==> src/hw/rtl/lpht_ram.sv <==
// ----------------------------------------------------------------------------
// lpht_ram: generic simple dual port ram
// one write and one read address per cycle, registered read data
// ----------------------------------------------------------------------------
`default_nettype none
module lpht_ram #(
  parameter int WIDTH = 8,
  parameter int DEPTH = 16
) (
  input  wire logic                     clk,
  input  wire logic                     we,
  input  wire logic [$clog2(DEPTH)-1:0] waddr,
  input  wire logic [WIDTH-1:0]         wdata,
  input  wire logic [$clog2(DEPTH)-1:0] raddr,
  output logic      [WIDTH-1:0]         rdata
);
  logic [WIDTH-1:0] mem [DEPTH];

  always_ff @(posedge clk) begin
    if (we) begin
      mem[waddr] <= wdata;
    end
    rdata <= mem[raddr];
  end
endmodule
`default_nettype wire
==> config.mk <==
export PLATFORM = sky130hd
export DESIGN_NAME = lpht_ram
export DESIGN_NICKNAME = d
export VERILOG_FILES = /design/src/hw/rtl/lpht_ram.sv
export SDC_FILE = /design/constraint.sdc
export NUM_CORES = 1
export LEC_CHECK = 0
export BUFFER_PORTS_ARGS = -buffer_cell sky130_fd_sc_hd__buf_2
export CAP_MARGIN = 10
export CORE_UTILIZATION = 44
export DETAILED_ROUTE_END_ITERATION = 16
export PLACE_DENSITY_LB_ADDON = 0.05
export REMOVE_ABC_BUFFERS = 1
export SYNTH_ARGS = -nofsm -noshare
export SYNTH_HDL_FRONTEND = slang
export SYNTH_SLANG_ARGS = --single-unit
==> constraint.sdc <==
create_clock -name clk -period 2.09 [get_ports clk]
set_input_delay 0.5225 -clock clk [delete_from_list [all_inputs] [get_ports clk]]
set_output_delay 0.5225 -clock clk [all_outputs]
set_load 0.01 [all_outputs]
==> flow_summary.yaml, run 1 <==
status:
  status: "completed"
clock_network:
  hold_buffers: 0
  cts.htree.levels: 4
  path_clk_slew_ns: 0.06
  root_buffer: "clkbuf_16"
  cts_num_sinks: 136
  cts_buffers: 17
  ctsResizeCount: 0
  postCtsSetupRepairBufs: 0
  clock_latency_ns: 0.41
  cts_buffer_depth: 2
  cts_tree: "done"
logic_synthesis:
  synth_commonest_cells: "edfxtp_1, mux4_2, a22oi_1, mux4_1, nor2_1"
  synth-seq-area-share_pct: 77.8
  netlist_area_sq_um: 5150
  synth_edf_count: 128
  synth-async-reset-ratio_pct: 0
  synth_top_area_share_pct: 74.7
  netlist-cell-type-count: 19
  yosysWarnings: 0
  synthTopCellsByArea: "edfxtp_1, mux4_2, mux4_1"
  ys.flop_type: "edfxtp_1"
  synth_most_common_cell: "edfxtp_1"
  syn-mean-instance-area_sq_um: 22.5
  syn_inst: 229
  yosysTopAreaCell: "edfxtp_1"
  synth_seq_cells: 136
setup_path:
  reg2reg_depth: 3
  reg2reg_from: "mem[5][2]$_DFFE_PP_"
  arrival_ns: 1.84
  critPathKind: "in -> reg"
  worst_setup_path_start_kind: "input pin"
  crit_fanout: 20
  worstPathRequired_ns: 2.38
  reg2reg_slack_ns: 0.69
  reg2reg_to: "rdata[2]$_DFF_P_"
  cp-end-kind: "flop"
layout:
  final_layout_size_suffix_gt1_share_pct: 31.9
  synthToLayoutAreaGrowth_pct: 19.5
  fin_nets: 303
  n_antenna_cell: 0
min_path:
  hp-start: "wdata[6]"
  hp-class: "in -> reg"
  min_to: "mem[4][6]$_DFFE_PP_"
  hold_depth: 1
timing:
  tns_ns: 0
  clock.fmax_mhz: 644
  rsz0062_at_grt: "no"
  skew_ns: 0.00446
  slew_viol_final: 0
  tightestPinTransition_ns: 0.462
  whs_ns: 0.510
  min_period_ns: 1.55
  slew_headroom_pct: 69.2
  period_share_pct: 74.3
  finalHoldViolCount: 0
  worst_slack_ns: 0.538
  setup_viol: 0
power:
  powerDensity_nw_per_um2: 1020
  p_leak_nw: 2.11
  ir_worst_vdd_mv: 0.605
  total_power_w: 0.00625
die:
  core_sq_um: 11400
  ios: 26
  design.die.area_sq_um: 12100
  die_w_microns: 110
  initial_core_util_pct: 45.1
  row_count: 39
  die_h_microns: 110
placement:
  gp_congestion: 0.714
  hpwl_microns: 6390
  dpl_worst_slack_ns: 0.0896
  place.port_buffers: 25
job:
  drv_cap: 0
global_routing:
  grt_max_degree: 33
  grt_pass1_wl_microns: 15000
  grt_antenna_before_repair: 0
  grt_overflow: 0
  grt_pass1_vias: 2496
  track_usage_pct: 18.7
routing:
  routed_via_density: 5.43
  route.detailed.drc: 0
  drt_iter0_markers: 107
  ant_nets: 0
  vias: 2396
  firstDrtPassIters: 6
  drt-wirelength-per-cell_microns: 22.7
  drt-total-wl_microns: 10000
-- stage by stage --
stage | util [%] | instances | instance area, sq um
after global routing | 53.9 | 441 | 6150
final | 53.9 | 441 | 6150
after detailed placement | 48.8 | 409 | 5570
after CTS | 53.9 | 441 | 6150
after floorplan | - | 219 | 5060
after global placement | 48.8 | 409 | 5570
-- worst max-delay path by stage --
stage               startpoint             endpoint  slack, ns  depth (start not counted)
floorplan             waddr[2]  mem[0][0]$_DFFE_PP_       0.07                          2
global placement      raddr[0]     rdata[2]$_DFF_P_       0.08                          5
detailed placement    raddr[0]     rdata[2]$_DFF_P_       0.09                          5
CTS                   raddr[0]     rdata[2]$_DFF_P_       0.52                          5
global route          raddr[0]     rdata[2]$_DFF_P_       0.50                          5
finish                raddr[0]     rdata[2]$_DFF_P_       0.54                          5
-- sequential cells by signal, indices dropped and copies added (netlist names) --
register / cells
rdata: 8
mem: 128
-- layout make-up --
type | count | area, sq um
tap | 143 | 179
clock inverter | 9 | 96.3
clock buffer | 23 | 488
timing repair buffer | 47 | 328
sequential | 136 | 4000
multi-input combinational | 83 | 1060
fill | 911 | 5270
-- critical path: stages --
cell and delay [ns]:
buf_2 0.14, buf_12 0.20, mux4_1 0.63, a22oi_1 0.25, nand2_1 0.08
-- layout by cell type (no fill, tap or decap) --
master,n
a22oi_1,16
and2_1,1
and2b_1,1
buf_12,3
buf_2,25
buf_4,19
bufinv_16,2
clkbuf_1,2
clkbuf_16,17
clkbuf_8,4
clkinv_1,1
clkinv_2,5
clkinvlp_4,1
dfxtp_1,8
edfxtp_1,128
mux4_1,14
mux4_2,18
nand2_1,9
nand2b_1,2
nand3_1,1
nand3b_1,2
nor2_1,13
nor2b_1,1
nor3_1,4
or3b_2,1
-- report_power, final --
group          internal, W  total [W]  switching [W]
Clock              0.00187    0.00289        0.00102
Combinational     0.000128   0.000295       0.000167
Sequential         0.00305    0.00307      0.0000171
-- layer usage --
layer | global-route usage [%] | vias up | part of all wire, %
met2 | 27.9 | 49 | 47
met1 | 26.4 | 1254 | 49
li1 | - | 1085 | -
met5 | 0 | - | 0
met3 | 5.88 | 8 | 3.0
met4 | 5.92 | 0 | 0.89
-- logic make-up after synthesis --
kind of cell           after synthesis  synth area share [%]
AND/OR/NAND/NOR                     35                  3.18
AO/OA/AOI/OAI                       16                  2.33
multiplexers                        32                  15.0
flip-flops                         136                  77.8
buffers and inverters               10                  1.68
Note: power is estimated with default switching activity, not from simulation.
==> run 2, diff against run 1 <==
- clock period: 2.09 -> 1.5 ns (I/O delays scaled with it)
==> run 2 against run 1 <==
Net effect:
- sequential power increased by 39%
- utilization up 0.68 points
- count of clock-buffer cells in the layout grew 1
- critical path type is now reg -> reg
- largest cell class unchanged
- register-to-register slack worse by 0.61 ns
- non-clock buffer count rose by 13
- total power rose by 38%
- highest routed layer unchanged
- via count is 3.8% higher
- critical path depth shrank 1
==> flow_summary.yaml, run 2 (synthesis results as in run 1) <==
status:
  status: "completed"
power:
  ir_worst_vdd_mv: 0.962
  p_leak_nw: 2.16
  powerDensity_nw_per_um2: 1380
  total_power_w: 0.00861
placement:
  hpwl_microns: 6790
  gp_congestion: 0.717
  dpl_worst_slack_ns: -0.329
  place.port_buffers: 25
clock_network:
  path_clk_slew_ns: 0.05
  cts_num_sinks: 136
  cts.htree.levels: 4
  cts_tree: "done"
  postCtsSetupRepairBufs: 0
  clock_latency_ns: 0.41
  cts_buffer_depth: 2
  ctsResizeCount: 0
  cts_buffers: 17
  root_buffer: "clkbuf_16"
  hold_buffers: 0
timing:
  slew_headroom_pct: 44.3
  worst_slack_ns: 0.0797
  rsz0062_at_grt: "no"
  slew_viol_final: 0
  tightestPinTransition_ns: 0.834
  finalHoldViolCount: 0
  period_share_pct: 94.7
  skew_ns: 0.00558
  clock.fmax_mhz: 704
  whs_ns: 0.349
  min_period_ns: 1.42
  setup_viol: 0
  tns_ns: 0
setup_path:
  arrival_ns: 1.72
  worstPathRequired_ns: 1.80
  critPathKind: "reg -> reg"
  cp_num_buf_inv: 1
  cp_cell_sequence: "mux4_2, a22oi_1, buf_4, nand2_1"
  worst_setup_path_start_kind: "flop"
  crit_slowest_cell: "mux4_2"
  cp_top_family: "multiplexers"
  crit_fanout: 1
  cp-end-kind: "flop"
  slowest_delay_ns: 0.46
layout:
  n_antenna_cell: 0
  layout_common_cells: "edfxtp_1, buf_4, buf_2"
  synthToLayoutAreaGrowth_pct: 21.0
  layout_commonest_cell: "edfxtp_1"
  final_layout_size_suffix_gt1_share_pct: 34.7
  largest_reg_flops: 128
  fin_nets: 316
  top_register: "mem"
  top_regs: "mem x128, rdata x8"
global_routing:
  grt_max_degree: 18
  grt_antenna_before_repair: 0
  grt_overflow: 0
  track_usage_pct: 19.3
  grt_pass1_wl_microns: 15300
  grt_pass1_vias: 2521
routing:
  routed_via_density: 5.48
  route.detailed.drc: 0
  firstDrtPassIters: 5
  drt-wirelength-per-cell_microns: 22.7
  drt-total-wl_microns: 10300
  ant_nets: 0
  vias: 2486
  drt_iter0_markers: 150
job:
  drv_cap: 0
die:
  design.die.area_sq_um: 12100
  core_sq_um: 11400
  row_count: 39
  die_h_microns: 110
  initial_core_util_pct: 45.1
  die_w_microns: 110
  ios: 26
min_path:
  hp-class: "in -> reg"
-- run 2: cell types whose count changed in the layout (fill, tap and decap cells not counted) --
cell,change
clkinvlp_4,+2
clkinv_2,-1
clkbuf_1,+1
clkinv_1,-1
buf_4,+13
bufinv_16,-1
-- run 2: worst register-to-register path, stage by stage (launching register included) --
cell      delay [ns]
edfxtp_1        0.38
mux4_2          0.46
a22oi_1         0.27
buf_4           0.16
nand2_1         0.04
-- run 2: final timing paths --
path                   startpoint                  end  slack [ns]  cells past startpoint
max reg2reg   mem[1][4]$_DFFE_PP_     rdata[4]$_DFF_P_        0.08                      4
min reg2reg  mem[15][1]$_DFFE_PP_     rdata[1]$_DFF_P_        0.67                      3
max           mem[1][4]$_DFFE_PP_     rdata[4]$_DFF_P_        0.08                      4
min                      wdata[2]  mem[4][2]$_DFFE_PP_        0.35                      1
-- run 2: area by class of cell --
class,instances,area (sq um)
flip-flops and latches,136,4000
clock inverters,8,72.6
multi-input cells,83,1060
fillers,907,5190
repair buffers,60,425
well taps,143,179
clock buffers,24,492
-- run 2: through the flow --
step	area (sq um)	cells	utilization (%)
floorplan	5060	219	-
global placement	5670	422	49.6
detailed placement	5670	422	49.6
CTS	6230	454	54.6
global route	6230	454	54.6
finish	6230	454	54.6
-- run 2: routing by layer --
layer  up-vias  GRT usage (%)  wire, microns
met5         -              0              0
met4         0           7.89            189
met3        17           5.47            410
met2        53           29.7           4900
met1      1306           25.9           4790
li1       1110              -              -
-- run 2: power breakdown --
part / total [W] / switching, W / internal (W)
sequential: 0.00427 / 0.0000228 / 0.00425
clock: 0.00390 / 0.00146 / 0.00244
combinational: 0.000436 / 0.000239 / 0.000197
==> run 3, diff against run 2 <==
- CORE_UTILIZATION: 44 -> 55
- HOLD_SLACK_MARGIN: not set -> 0.12
==> run 3 against run 2 <==
Net effect:
- final area is 0.86% lower
- sequential power barely moved
- worst hold slack worse by 0.095 ns
- critical path depth is 3 lower
- worst setup slack better by 0.019 ns
- largest power group unchanged
==> flow_summary.yaml, run 3 (synthesis results as in run 1) <==
status:
  status: "completed"
clock_network:
  cts_num_sinks: 136
  root_buffer: "clkbuf_8"
  hold_buffers: 0
  postCtsSetupRepairBufs: 0
  cts.htree.levels: 4
  path_clk_slew_ns: 0.06
  ctsResizeCount: 0
  cts_buffers: 17
  clock_latency_ns: 0.50
  cts_tree: "done"
  cts_buffer_depth: 2
routing:
  route.detailed.drc: 0
  routed_via_density: 5.93
  firstDrtPassIters: 4
  ant_nets: 0
  drt-total-wl_microns: 9280
  drt-wirelength-per-cell_microns: 22.6
  vias: 2430
  drt_iter0_markers: 128
timing:
  skew_ns: 0.00912
  period_share_pct: 93.4
  tightestPinTransition_ns: 0.709
  clock.fmax_mhz: 714
  slew_headroom_pct: 52.7
  min_period_ns: 1.40
  whs_ns: 0.255
  finalHoldViolCount: 0
  setup_viol: 0
  rsz0062_at_grt: "no"
  slew_viol_final: 0
layout:
  n_antenna_cell: 0
  finalNonFillerCells: 410
  top_register: "mem"
  top_regs: "mem x128, rdata x8"
  fin_nets: 309
  final_layout_size_suffix_gt1_share_pct: 33.1
  layout_commonest_cell: "edfxtp_1"
  final.fill_count: 528
  layout_common_cells: "edfxtp_1, buf_2, buf_4"
  synthToLayoutAreaGrowth_pct: 20.0
  largest_reg_flops: 128
die:
  design.die.area_sq_um: 9750
  die_w_microns: 98.7
  core_sq_um: 8890
  die_h_microns: 98.7
  row_count: 34
  ios: 26
  initial_core_util_pct: 57.9
setup_path:
  worst_setup_path_start_kind: "flop"
  cp_top_family: "flip-flops"
  worstPathRequired_ns: 1.12
  crit_fanout: 1
  cp_cell_sequence: "buf_2"
  crit_slowest_cell: "dfxtp_1"
  slowest_delay_ns: 0.37
  arrival_ns: 1.03
  cp-end-kind: "output port"
  critPathKind: "reg -> out"
  cp_num_buf_inv: 1
global_routing:
  grt_overflow: 0
  grt_max_degree: 20
  grt_pass1_wl_microns: 14200
  track_usage_pct: 21.3
  grt_pass1_vias: 2439
  grt_antenna_before_repair: 0
power:
  seqPwrFrac_pct: 48.5
  p_leak_nw: 2.13
  powerDensity_nw_per_um2: 1430
  clock_power_share_pct: 46.8
  p_switching_w: 0.00171
  ir_worst_vdd_mv: 0.751
  power.internal_w: 0.00711
  pwr-share-comb_pct: 4.7
  swShare_pct: 19.4
placement:
  placed_cells: 380
  hpwl_microns: 6050
  place.port_buffers: 25
  gp_congestion: 0.695
min_path:
  hp-class: "in -> reg"
job:
  drv_cap: 0
==> run 3: changes by cell type in the layout (fill, tap and decap cells not counted), moves of 2 or more <==
| cell | change |
|---|---|
| bufinv_16 | +3 |
| buf_4 | -8 |
| clkinv_2 | -3 |
| clkinv_1 | +2 |
| clkbuf_1 | -3 |
| clkbuf_8 | -3 |
==> run 3: metrics by stage <==
step	util [%]	power, W	area (sq um)	TNS, ns	worst slack (ns)
5_1_grt	69.5	0.00909	6180	0	0.0422
4_1_cts	69.5	0.00890	6180	0	0.0785
2_1_floorplan	-	0.00453	5060	-7.07	-0.368
6_report	69.5	0.00883	6180	0	0.0990
3_3_place_gp	62.8	0.00477	5580	-5.95	-0.381
3_5_place_dp	62.8	0.00478	5580	-6.67	-0.377
==> run 3: routing by layer <==
metal,GRT usage (%),up-vias,wire (microns)
li1,-,1103,-
met1,30.4,1241,4200
met2,32.6,82,4590
met3,5.67,4,440
met4,7.23,0,49
met5,0,-,0
==> run 3: area by class of cell <==
| type | count | area (sq um) | area share, % |
|---|---|---|---|
| well taps | 108 | 135 | 2.19 |
| clock buffers | 17 | 414 | 6.71 |
| repair buffers | 53 | 385 | 6.24 |
| multi-input cells | 83 | 1060 | 17.1 |
| clock inverters | 13 | 180 | 2.92 |
| flip-flops and latches | 136 | 4000 | 64.8 |
==> run 3: power by group through the flow <==
stage	clock network [W]	registers [W]	logic [W]
4_1_cts	0.00420	0.00428	0.000426
6_report	0.00413	0.00428	0.000417
3_5_place_dp	0	0.00436	0.000424
2_1_floorplan	0	0.00436	0.000170
5_1_grt	0.00436	0.00428	0.000457
3_3_place_gp	0	0.00435	0.000418
==> run 3: path summary, 6_finish.rpt <==
kind,startpoint,end,slack (ns),cells past startpoint
worst min-delay path,wdata[6],mem[1][6]$_DFFE_PP_,0.25,1
worst min register to register,mem[7][3]$_DFFE_PP_,rdata[3]$_DFF_P_,0.66,3
worst max register to register,mem[1][0]$_DFFE_PP_,rdata[0]$_DFF_P_,0.11,3
worst max-delay path,rdata[6]$_DFF_P_,rdata[6],0.1,1
